===== src/design/iim_pkg.sv =====
`default_nettype none
// ----------------------------------------------------------------------------
// iim_pkg
// Shared types and constants for the interval insert and merge block.
// ----------------------------------------------------------------------------
package iim_pkg;

    localparam int DATA_W        = 32;
    localparam int TABLE_DEPTH_DEF = 32;

    localparam logic OP_LOAD   = 1'b0;
    localparam logic OP_INSERT = 1'b1;

    // One classified command handed from the front to the back.
    typedef struct packed {
        logic                     is_insert;
        logic signed [DATA_W-1:0] range_start;
        logic signed [DATA_W-1:0] range_end;
    } cmd_t;

    typedef enum logic {
        ST_IDLE,
        ST_WALK
    } back_state_t;

    // Where the table walk stands relative to the new interval.
    typedef enum logic [1:0] {
        PH_BEFORE,
        PH_MERGE,
        PH_AFTER
    } walk_phase_t;

endpackage
`default_nettype wire


===== src/design/iim_front.sv =====
`default_nettype none
// ----------------------------------------------------------------------------
// iim_front
// Accepts input transactions, classifies them and queues them in a
// two-entry buffer for the back end.
// ----------------------------------------------------------------------------
module iim_front (
    input  wire logic                 aclk,
    input  wire logic                 aresetn,
    input  wire logic                 s_axis_tvalid,
    output      logic                 s_axis_tready,
    input  wire logic [63:0]          s_axis_tdata,   // [31:0] range_start, [63:32] range_end
    input  wire logic                 s_axis_tuser,   // [0] opcode
    output      logic                 cmd_valid,
    input  wire logic                 cmd_ready,
    output      iim_pkg::cmd_t        cmd
);

    logic [1:0]    count_reg, count_next;
    iim_pkg::cmd_t slot0_reg, slot0_next;
    iim_pkg::cmd_t slot1_reg, slot1_next;
    iim_pkg::cmd_t in_cmd;
    logic          push;
    logic          pop;
    logic [1:0]    wr_pos;

    always_comb begin
        in_cmd.is_insert   = (s_axis_tuser == iim_pkg::OP_INSERT);
        in_cmd.range_start = $signed(s_axis_tdata[31:0]);
        in_cmd.range_end   = $signed(s_axis_tdata[63:32]);
    end

    assign s_axis_tready = (count_reg != 2'd2);
    assign cmd_valid     = (count_reg != 2'd0);
    assign cmd           = slot0_reg;
    assign push          = s_axis_tvalid && s_axis_tready;
    assign pop           = cmd_ready && cmd_valid;
    assign wr_pos        = count_reg - {1'b0, pop};

    always_comb begin
        slot0_next = slot0_reg;
        slot1_next = slot1_reg;
        count_next = count_reg + {1'b0, push} - {1'b0, pop};
        if (pop) begin
            slot0_next = slot1_reg;
        end
        if (push) begin
            if (wr_pos == 2'd0) begin
                slot0_next = in_cmd;
            end else begin
                slot1_next = in_cmd;
            end
        end
    end

    always_ff @(posedge aclk) begin
        if (!aresetn) begin
            count_reg <= 2'd0;
        end else begin
            count_reg <= count_next;
        end
    end

    always_ff @(posedge aclk) begin
        slot0_reg <= slot0_next;
        slot1_reg <= slot1_next;
    end

endmodule
`default_nettype wire


===== src/design/iim_back.sv =====
`default_nettype none
// ----------------------------------------------------------------------------
// iim_back
// Holds the interval table, executes loads and walks the table on an
// insert, emitting the merged list through an output register.
// ----------------------------------------------------------------------------
module iim_back #(
    parameter int TABLE_DEPTH = iim_pkg::TABLE_DEPTH_DEF
) (
    input  wire logic          aclk,
    input  wire logic          aresetn,
    input  wire logic          cmd_valid,
    output      logic          cmd_ready,
    input  wire iim_pkg::cmd_t cmd,
    output      logic          m_axis_tvalid,
    input  wire logic          m_axis_tready,
    output      logic [63:0]   m_axis_tdata,   // [31:0] merged_start, [63:32] merged_end
    output      logic          m_axis_tlast,   // last_of_run
    output      logic          m_axis_tuser    // [0] overflowed
);

    localparam int DW    = iim_pkg::DATA_W;
    localparam int CNT_W = $clog2(TABLE_DEPTH + 1);
    localparam int IDX_W = (TABLE_DEPTH > 1) ? $clog2(TABLE_DEPTH) : 1;

    logic signed [DW-1:0] mem_start [TABLE_DEPTH];
    logic signed [DW-1:0] mem_end   [TABLE_DEPTH];

    iim_pkg::back_state_t state_reg, state_next;
    iim_pkg::walk_phase_t phase_reg, phase_next;
    logic [CNT_W-1:0]     count_reg, count_next;
    logic [CNT_W-1:0]     idx_reg, idx_next;
    logic                 dropped_reg, dropped_next;
    logic signed [DW-1:0] s_reg, s_next;
    logic signed [DW-1:0] e_reg, e_next;
    logic signed [DW-1:0] rd_start_reg, rd_end_reg;
    logic [IDX_W-1:0]     rd_addr;

    logic                 wr_en;
    logic                 can_emit;
    logic                 emit;
    logic signed [DW-1:0] emit_start, emit_end;
    logic                 emit_last, emit_ovf;
    logic                 last_entry;

    logic                 out_valid_reg;
    logic signed [DW-1:0] out_start_reg, out_end_reg;
    logic                 out_last_reg, out_ovf_reg;

    assign can_emit   = !out_valid_reg || m_axis_tready;
    assign last_entry = ((idx_reg + CNT_W'(1)) == count_reg);

    always_comb begin
        state_next   = state_reg;
        phase_next   = phase_reg;
        count_next   = count_reg;
        idx_next     = idx_reg;
        dropped_next = dropped_reg;
        s_next       = s_reg;
        e_next       = e_reg;
        cmd_ready    = 1'b0;
        wr_en        = 1'b0;
        emit         = 1'b0;
        emit_start   = s_reg;
        emit_end     = e_reg;
        emit_last    = 1'b0;
        emit_ovf     = 1'b0;

        unique case (state_reg)
            iim_pkg::ST_IDLE: begin
                if (cmd_valid) begin
                    cmd_ready = 1'b1;
                    if (!cmd.is_insert) begin
                        if (count_reg == CNT_W'(TABLE_DEPTH)) begin
                            dropped_next = 1'b1;
                        end else begin
                            wr_en      = 1'b1;
                            count_next = count_reg + CNT_W'(1);
                        end
                    end else begin
                        s_next     = cmd.range_start;
                        e_next     = cmd.range_end;
                        idx_next   = '0;
                        phase_next = iim_pkg::PH_BEFORE;
                        state_next = iim_pkg::ST_WALK;
                    end
                end
            end
            iim_pkg::ST_WALK: begin
                if (can_emit) begin
                    if (idx_reg == count_reg) begin
                        // Table exhausted: the merged interval closes the list.
                        emit         = 1'b1;
                        emit_last    = 1'b1;
                        emit_ovf     = dropped_reg;
                        state_next   = iim_pkg::ST_IDLE;
                        count_next   = '0;
                        dropped_next = 1'b0;
                    end else begin
                        unique case (phase_reg) inside
                            iim_pkg::PH_BEFORE, iim_pkg::PH_MERGE: begin
                                if (phase_reg == iim_pkg::PH_BEFORE && rd_end_reg < s_reg) begin
                                    emit       = 1'b1;
                                    emit_start = rd_start_reg;
                                    emit_end   = rd_end_reg;
                                    idx_next   = idx_reg + CNT_W'(1);
                                end else if (rd_start_reg <= e_reg) begin
                                    if (rd_start_reg < s_reg) begin
                                        s_next = rd_start_reg;
                                    end
                                    if (rd_end_reg > e_reg) begin
                                        e_next = rd_end_reg;
                                    end
                                    phase_next = iim_pkg::PH_MERGE;
                                    idx_next   = idx_reg + CNT_W'(1);
                                end else begin
                                    // Merged interval goes out; this entry is held and emitted in the after phase.
                                    emit       = 1'b1;
                                    phase_next = iim_pkg::PH_AFTER;
                                end
                            end
                            default: begin
                                emit       = 1'b1;
                                emit_start = rd_start_reg;
                                emit_end   = rd_end_reg;
                                emit_last  = last_entry;
                                emit_ovf   = last_entry && dropped_reg;
                                idx_next   = idx_reg + CNT_W'(1);
                                if (last_entry) begin
                                    state_next   = iim_pkg::ST_IDLE;
                                    count_next   = '0;
                                    dropped_next = 1'b0;
                                end
                            end
                        endcase
                    end
                end
            end
            default: begin
                state_next = iim_pkg::ST_IDLE;
            end
        endcase
    end

    // The read address follows the next walk index so the registered read data
    // lines up with the index register.
    always_comb begin
        if (idx_next < CNT_W'(TABLE_DEPTH)) begin
            rd_addr = idx_next[IDX_W-1:0];
        end else begin
            rd_addr = '0;
        end
    end

    always_ff @(posedge aclk) begin
        if (wr_en) begin
            mem_start[count_reg[IDX_W-1:0]] <= cmd.range_start;
            mem_end[count_reg[IDX_W-1:0]]   <= cmd.range_end;
        end
        rd_start_reg <= mem_start[rd_addr];
        rd_end_reg   <= mem_end[rd_addr];
    end

    always_ff @(posedge aclk) begin
        if (!aresetn) begin
            state_reg     <= iim_pkg::ST_IDLE;
            phase_reg     <= iim_pkg::PH_BEFORE;
            count_reg     <= '0;
            idx_reg       <= '0;
            dropped_reg   <= 1'b0;
            out_valid_reg <= 1'b0;
        end else begin
            state_reg   <= state_next;
            phase_reg   <= phase_next;
            count_reg   <= count_next;
            idx_reg     <= idx_next;
            dropped_reg <= dropped_next;
            if (emit) begin
                out_valid_reg <= 1'b1;
            end else if (m_axis_tready) begin
                out_valid_reg <= 1'b0;
            end
        end
    end

    always_ff @(posedge aclk) begin
        s_reg <= s_next;
        e_reg <= e_next;
        if (emit) begin
            out_start_reg <= emit_start;
            out_end_reg   <= emit_end;
            out_last_reg  <= emit_last;
            out_ovf_reg   <= emit_ovf;
        end
    end

    assign m_axis_tvalid = out_valid_reg;
    assign m_axis_tdata  = {out_end_reg, out_start_reg};
    assign m_axis_tlast  = out_last_reg;
    assign m_axis_tuser  = out_ovf_reg;

endmodule
`default_nettype wire


===== src/design/interval_insert_merge.sv =====
`default_nettype none
// ----------------------------------------------------------------------------
// interval_insert_merge
// Stores closed intervals and, on an insert, emits the merged sorted list.
// ----------------------------------------------------------------------------
// Usage: the s_axis channel carries commands. tuser selects the opcode: a
// load appends [start, end] from tdata to the table, an insert merges the
// interval in tdata with every stored interval it overlaps or touches. The
// m_axis channel returns the merged list, one interval per transaction;
// tlast marks the final one, and tuser on it is set when loads were dropped
// because the table was full. The table is empty again after each insert.
// Each load completes in the idle state and produces no output. An insert
// occupies the back end for a start step, one step per table entry, read
// one entry a cycle from the table memory while the receiver does not
// stall, plus one step for the merged interval. With the back end idle, the
// first result leaves the output register after the start step and after
// each stored entry absorbed before it goes out. A two-entry
// command queue in front keeps accepting while the back end is busy until
// it fills. When the receiver stalls, the output register holds its
// transaction and the walk pauses. Reset empties the queue and the table
// and clears the dropped flag; no output is pending after reset.
// ----------------------------------------------------------------------------
module interval_insert_merge #(
    parameter int TABLE_DEPTH = iim_pkg::TABLE_DEPTH_DEF
) (
    input  wire logic        aclk,
    input  wire logic        aresetn,
    input  wire logic        s_axis_tvalid,
    output      logic        s_axis_tready,
    input  wire logic [63:0] s_axis_tdata,   // [31:0] range_start, [63:32] range_end
    input  wire logic        s_axis_tuser,   // [0] opcode
    output      logic        m_axis_tvalid,
    input  wire logic        m_axis_tready,
    output      logic [63:0] m_axis_tdata,   // [31:0] merged_start, [63:32] merged_end
    output      logic        m_axis_tlast,   // last_of_run
    output      logic        m_axis_tuser    // [0] overflowed
);

    logic          cmd_valid;
    logic          cmd_ready;
    iim_pkg::cmd_t cmd;

    iim_front u_front (
        .aclk          (aclk),
        .aresetn       (aresetn),
        .s_axis_tvalid (s_axis_tvalid),
        .s_axis_tready (s_axis_tready),
        .s_axis_tdata  (s_axis_tdata),
        .s_axis_tuser  (s_axis_tuser),
        .cmd_valid     (cmd_valid),
        .cmd_ready     (cmd_ready),
        .cmd           (cmd)
    );

    iim_back #(
        .TABLE_DEPTH (TABLE_DEPTH)
    ) u_back (
        .aclk          (aclk),
        .aresetn       (aresetn),
        .cmd_valid     (cmd_valid),
        .cmd_ready     (cmd_ready),
        .cmd           (cmd),
        .m_axis_tvalid (m_axis_tvalid),
        .m_axis_tready (m_axis_tready),
        .m_axis_tdata  (m_axis_tdata),
        .m_axis_tlast  (m_axis_tlast),
        .m_axis_tuser  (m_axis_tuser)
    );

endmodule
`default_nettype wire


===== config.mk =====
export PLATFORM = sky130hd
export DESIGN_NAME = interval_insert_merge
export DESIGN_NICKNAME = d
export VERILOG_FILES = /design/src/design/iim_pkg.sv /design/src/design/iim_front.sv /design/src/design/iim_back.sv /design/src/design/interval_insert_merge.sv
export SDC_FILE = /design/constraint.sdc
export NUM_CORES = 2
export LEC_CHECK = 0
export BUFFER_PORTS_ARGS = -buffer_cell sky130_fd_sc_hd__buf_2
export CORE_AREA = 2 2 540 327
export CTS_BUF_LIST = sky130_fd_sc_hd__clkbuf_16
export CTS_CLUSTER_DIAMETER = 150
export DETAILED_ROUTE_END_ITERATION = 12
export DIE_AREA = 0 0 542 329
export MAX_ROUTING_LAYER = met4
export PLACE_DENSITY_LB_ADDON = 0.25
export SLEW_MARGIN = 0
export SYNTH_ARGS = -nofsm -noshare
export SYNTH_HDL_FRONTEND = slang
export SYNTH_SLANG_ARGS = --single-unit

===== constraint.sdc =====
create_clock -name aclk -period 6.3 [get_ports aclk]
set_clock_uncertainty 0.15 [all_clocks]
set_input_delay 0.315 -clock aclk [delete_from_list [all_inputs] [get_ports aclk]]
set_output_delay 0.315 -clock aclk [all_outputs]
set_load 0.01 [all_outputs]

Word-level counts from Yosys, hierarchy flattened
Memory sizes are Yosys's and may differ from the RTL's. A register that Yosys moved wholly into a read port is not among the register bits. Cells that the tools add are included.

Add/subtract/negate cells: 5. Magnitude comparators: 5. Equal/unequal tests: 19. Mux-type cells: 91. Bitwise operators: 2. Reductions and logical operators: 18.

Operators with widths (number): $mux 32 (26); $mux 65 (3); $pmux 32 s2 (2); $mux 6 (14); $lt 32x32->1 (2); $mux 1 (33); $gt 32x32->1 (1); $le 32x32->1 (1); $ne 2x2->1 const B (12); $pmux 6 s2 (2); $reduce_and 6->1 (3); $reduce_and 8->1 (2); $mux 2 (7); $add 6x1->6 const B (2); $eq 6x6->1 (2); $eq 6x6->1 const B (1); $lt 6x6->1 const B (1); $ne 3x3->1 const B (2); $mux 5 (1); $logic_and 1x1->1 (4); $logic_not 2->1 (2); $pmux 1 s2 (2); $pmux 2 s2 (1); $reduce_and 2->1 (2); 9 further kinds (12).

Flip-flop bits (word level): 279. Memory bits (writable): 2048. Input port bits: 69. Output and inout port bits: 68. Word-level logic and storage cells: 161. Memories kept: 2.

Memories: u_back.mem_end (depth 32, width 32, rd ports 1, clocked after memory_dff 1, write ports 1, RTL line iim_back.sv:27) `logic signed [DW-1:0] mem_end [TABLE_DEPTH];`; u_back.mem_start (depth 32, width 32, rd ports 1, clocked after memory_dff 1, write ports 1, RTL line iim_back.sv:26) `logic signed [DW-1:0] mem_start [TABLE_DEPTH];`.

Logic depth before layout (Yosys ltp)
Word-level depth: 9. Mapped depth: 20. Gate-level depth less buffers: 15.

Cells and area by module
From an unflattened synthesis, not the netlist that was laid out.

Cell total of the unflattened synthesis: 6674. Area total of the unflattened synthesis: 98389.4 µm².

Modules (own cells, without submodules): iim_back (times used 1, cells an instance 6381, area each 93085.5 µm², seq. area each 67024.3 µm²); iim_front (times used 1, cells an instance 293, area each 5303.8 µm², seq. area each 3293.2 µm²).

Worst setup path before layout
OpenSTA, ideal clock, no wires.

Path kind: flip-flop to flip-flop. From: reg u_back.state_reg. To: reg u_front.slot1_reg[0] (netlist bit) (enable). Setup time: 0.587 ns. Data arrival time: 6.092 ns. Required time: 5.563 ns. Path slack: -0.530 ns. Cell stages (with the launch flop): 8. Buffers on the path: 1. Period minus slack after synthesis: 6.830 ns. Path through: dfxtp_1 inv_1 o21ai_1 inv_2 clkbuf_1 ha_1 xnor2_1 a21boi_0.

Longest elaborated chain between the ends: 6.

Ends and longest elaborated chain: from (decl) (RTL line iim_back.sv:29) `iim_pkg::back_state_t state_reg, state_next;`; from (signal assigned) (RTL line iim_back.sv:166) `state_reg <= iim_pkg::ST_IDLE;`; from (signal assigned) (RTL line iim_back.sv:173) `state_reg <= state_next;`; $mux 1 (RTL line iim_back.sv:69) `unique case (state_reg)`; $logic_and 1x1->1 (RTL line iim_front.sv:37) `assign pop = cmd_ready && cmd_valid;`; $sub 2x1->2 (RTL line iim_front.sv:38) `assign wr_pos = count_reg - {1'b0, pop};`; $logic_not 2->1 (RTL line iim_front.sv:48) `if (wr_pos == 2'd0) begin`; $not 1->1 (no source line); $reduce_and 2->1 (no source line); to (signal assigned) (RTL line iim_front.sv:66) `slot1_reg <= slot1_next;`; to (decl) (RTL line iim_front.sv:21) `iim_pkg::cmd_t slot1_reg, slot1_next;`.

Every way passes these cells. A chain may end at the register's enable or synchronous reset.

Worst setup path in the final report
From: reg u_back.rd_end_reg[17], read port of u_back.mem_end. To: reg u_back.rd_start_reg[26], read port of u_back.mem_start.

Longest elaborated chain between the ends: 9.

Ends and longest elaborated chain: from (decl) (RTL line iim_back.sv:36) `logic signed [DW-1:0] rd_start_reg, rd_end_reg;`; $lt 32x32->1 * (RTL line iim_back.sv:102) `if (phase_reg == iim_pkg::PH_BEFORE && rd_end_reg < s_reg) begin`; $logic_and 1x1->1 * (RTL line iim_back.sv:102); $mux 6 * (RTL line iim_back.sv:102); $mux 6 * (RTL line iim_back.sv:100) `unique case (phase_reg) inside`; $mux 6 * (RTL line iim_back.sv:91) `if (idx_reg == count_reg) begin`; $mux 6 * (RTL line iim_back.sv:90) `if (can_emit) begin`; $pmux 6 s2 * (RTL line iim_back.sv:69); $lt 6x6->1 (RTL line iim_back.sv:148) `if (idx_next < CNT_W'(TABLE_DEPTH)) begin`; $mux 5 * (RTL line iim_back.sv:148); to (decl) (RTL line iim_back.sv:36).

Mark *: on every way between the ends. The rest lies on a longest branch, timed or not.

==> out/results.tsv <==
stage	metric	value	unit
run_status	status	finished clean	
clock_tree	Post-CTS Setup Bufs	0	
timing	Relative slew margins	6.75	%
place	instance area at placement	100000	um^2
detailed_routing	Post-route DRC	0	
final_layout	post-layout net count	6849	
setup_path	Startpoint Class	flop	
setup_path	r2r setup slk	10	ps
synthesis	Netlist cell types	85	
synthesis	Post-synth ARST share	0	%
timing	worst-margin pin slew	1400	ps
worst_hold_path	class of the worst hold path	primary input to flop	
timing	Hold Violations, Final	0	
detailed_routing	Routed WL	307000	um
detailed_routing	1st-iter DRT viols	10900	
synthesis	syn avg cell area	15.0	um^2
synthesis	Mapped Area	95000	um^2
timing	RSZ-0062 raised after global routing	false	
global_route	Total GRT Usage	35.1	%
detailed_routing	metal2 WL	131000	um
place	gpl congestion	0.970	
global_route	initial antenna violation count	14	
timing	Final Slew Violations	0	
clock_tree	CTS tree	done	
timing	Final min period	6290	ps
detailed_routing	Via density	6.80	
clock_tree	H-tree Lvls	4	
place	IO buf count	136	
setup_path	critical path, cell by cell	ha_1 -> a21oi_1 -> o21ai_0 -> a221o_1 -> or3_1 -> a311o_1 -> nand2_2 -> o211a_4 -> a41oi_2 -> a211oi_2 -> nand3b_1 -> buf_4 -> a21oi_1 -> a32oi_1 -> o311ai_1	
synthesis	main flop type after synthesis	edfxtp_1	
floorplanning	core area	174000	um^2
pwr	total power	45.7	mW
pwr	Max VDD drop	377	uV
timing	fmax	159	MHz
synthesis	Cells after Synth	6345	
clock_tree	Clock Path Buffers	4	
synthesis	Synth area leaders	edfxtp_1 71%, dfxtp_1 3.1%, mux2_2 3.0%	
detailed_routing	Antenna Violating Nets Remaining	0	
floorplanning	chip height	329	um
global_route	pin count of the biggest net entering global routing	101	
timing	fin crit share	99.8	%
timing	PnR worst setup slack	10.4	ps
detailed_routing	metal1 wirelength	120000	um
timing	setup violators final	0	
global_route	vias in the first global route	57700	
final_layout	layout cells sized above 1	16.1	%
floorplanning	initial core utilization	54.6	%
detailed_routing	met3 routed WL	44700	um
pwr	NetSw	14.5	mW
global_route	GRT overflow	0	
synthesis	Yosys warnings	0	
synthesis	sequential share of the synthesized area	74.0	%
synthesis	Commonest cells post-synth	2,243 x edfxtp_1, 564 x nand2_1, 428 x a21oi_1, 383 x nor2_1, 273 x o21ai_0	
clock_tree	clock root buffer	clkbuf_16	
setup_path	CP endpoint kind	flop	
pwr	Net Sw Frac	31.8	%
floorplanning	Die Area	178000	um^2
clock_tree	CTS sink count	2391	
pwr	power per cell area	423	nW/um^2
synthesis	leading area contributor after synthesis	edfxtp_1	
floorplanning	die width	542	um
synthesis	most frequent cell after synthesis	edfxtp_1	
pwr	Pleak	37.2	nW
setup_path	crit-path max FO	8	
setup_path	most common cell type on the critical path	a21oi_1	
final_layout	fin cells	9122	
detailed_routing	Pre-antenna DRT Iters	6	
global_route	first-pass GRT wire length	431000	um
synthesis	Post-synth EDFFs	2243	
setup_path	crit path DAT	6790	ps
setup_path	CP max-delay cell	nand3b_1	
detailed_routing	max layer used	met4	
place	DP HPWL	174000	um
place	pre-CTS setup slack	-140	ps
timing	Sum Neg Setup Slack	0	ps
floorplanning	number of cell rows	119	
setup_path	worst setup path class	flop to flop	
setup_path	Worst EP required	6800	ps
clock_tree	worst-skew pair later-pin latency	880	ps
final_layout	final instance area	108000	um^2
place	placed cells	8644	
floorplanning	count of boundary I/O pins	137	
clock_tree	total CTS buffers	213	
detailed_routing	DR WL/cell	33.7	um
synthesis	area share of the largest cell type after synthesis	70.9	%
pwr	Clk pwr share	28.2	%
final_layout	Layout area overhead	13.6	%
synthesis	Net Count, Synth	6547	
pwr	Reg power frac	50.6	%
pwr	Int Power	31.1	mW
pwr	Comb power frac	21.2	%
setup_path	crit-path max cell delay	1050	ps
clock_tree	Reg clk slew, reported paths	70	ps
run	MaxCap Viol Count	0	
detailed_routing	total number of vias	62000	
synthesis	Yosys reg bits	2391	
-- power by group through the flow --
stage	clock, mW	sequential [mW]	combinational, mW
after floorplan	0	22.8	4.88
after global placement	0	23.2	9.12
after detailed placement	0	23.3	9.32
after CTS	12.9	23.0	9.41
after global routing	13.5	23.2	10.2
final	12.9	23.1	9.68
-- through the flow --
stage                     hold WS [ps]  utilization [%]
after global routing              19.6             62.1
after CTS                        0.862             62.1
after global placement             313             57.7
after floorplan                    264                -
final                             21.6             62.1
after detailed placement           317             57.7
-- per-layer routing --
| metal | up-vias | GRT usage (%) |
|---|---|---|
| li1 | 25300 | - |
| met1 | 31000 | 51.1 |
| met2 | 4994 | 49.1 |
| met3 | 700 | 7.89 |
| met4 | 0 | 11.6 |
| met5 | - | - |
-- layout make-up --
type	count	area [um^2]
tap	2299	2880
inverter	78	294
clock inverter	176	1420
antenna	2	5.00
timing repair buffer	500	4580
clock buffer	213	5330
fill	12500	66000
multi-input combinational	3463	23100
sequential	2391	70300
-- cell usage in the layout (no fill, tap or decap), types with 14 or more instances in the layout --
cell type / netlist / layout
clkinv_2: 0 / 43
a21o_1: 24 / 24
nor2_4: 0 / 36
a32oi_1: 64 / 64
o221ai_1: 65 / 65
a221oi_1: 66 / 66
nor3_1: 71 / 71
inv_1: 77 / 130
nor2b_1: 14 / 14
nand4_1: 23 / 23
o31ai_2: 49 / 49
a21oi_1: 428 / 425
nand2_1: 564 / 560
dlygate4sd3_1: 0 / 87
o22ai_1: 128 / 128
o311ai_1: 63 / 60
a22oi_1: 64 / 64
nor2_1: 383 / 349
buf_12: 0 / 76
nand3_1: 79 / 78
dfxtp_1: 148 / 147
mux2i_1: 193 / 193
a31oi_1: 136 / 136
bufinv_16: 0 / 21
buf_4: 15 / 201
buf_2: 102 / 136
o21ai_0: 273 / 273
edfxtp_1: 2243 / 2243
clkbuf_16: 0 / 213
mux2_2: 254 / 254
o211ai_1: 66 / 66
clkinv_1: 0 / 38
ha_1: 133 / 133
and3_1: 131 / 131
or3_1: 70 / 69
-- cells by family after synthesis --
family	count (synthesis)	share of synthesized area [%]
xor+xnor	16	0.147
compound gates	1490	10.4
mux	450	5.09
buf+inv	491	2.19
simple gates	1374	6.39
flops	2391	74.0
fa+ha+maj	133	1.75
-- critical path: cells and delay by family, from the launching register on --
kind | cells | cell delay, ps
buffers and inverters | 1 | 550
and+or+nand+nor | 3 | 1550
adders and majority gates | 1 | 350
DFF | 1 | 670
AOI/OAI and AO/OA | 10 | 2750
-- final timing paths --
path,from,endpoint,cells after the start
max reg2reg,u_back.rd_end_reg[17],u_back.rd_start_reg[26],15
min reg2reg,u_front.cmd[30],u_front.cmd[30],2
max,u_back.rd_end_reg[17],u_back.rd_start_reg[26],15
min,s_axis_tdata[59],u_front.slot1_reg[27],2
-- repair_timing --
action,4_1_cts,5_1_grt
endpoints found under the setup margin,2,5
gates resized for setup,2,2
pin swaps,0,1
hold endpoints to repair,149,0
hold buffers,87,0
(Power assumes the default switching activity.)
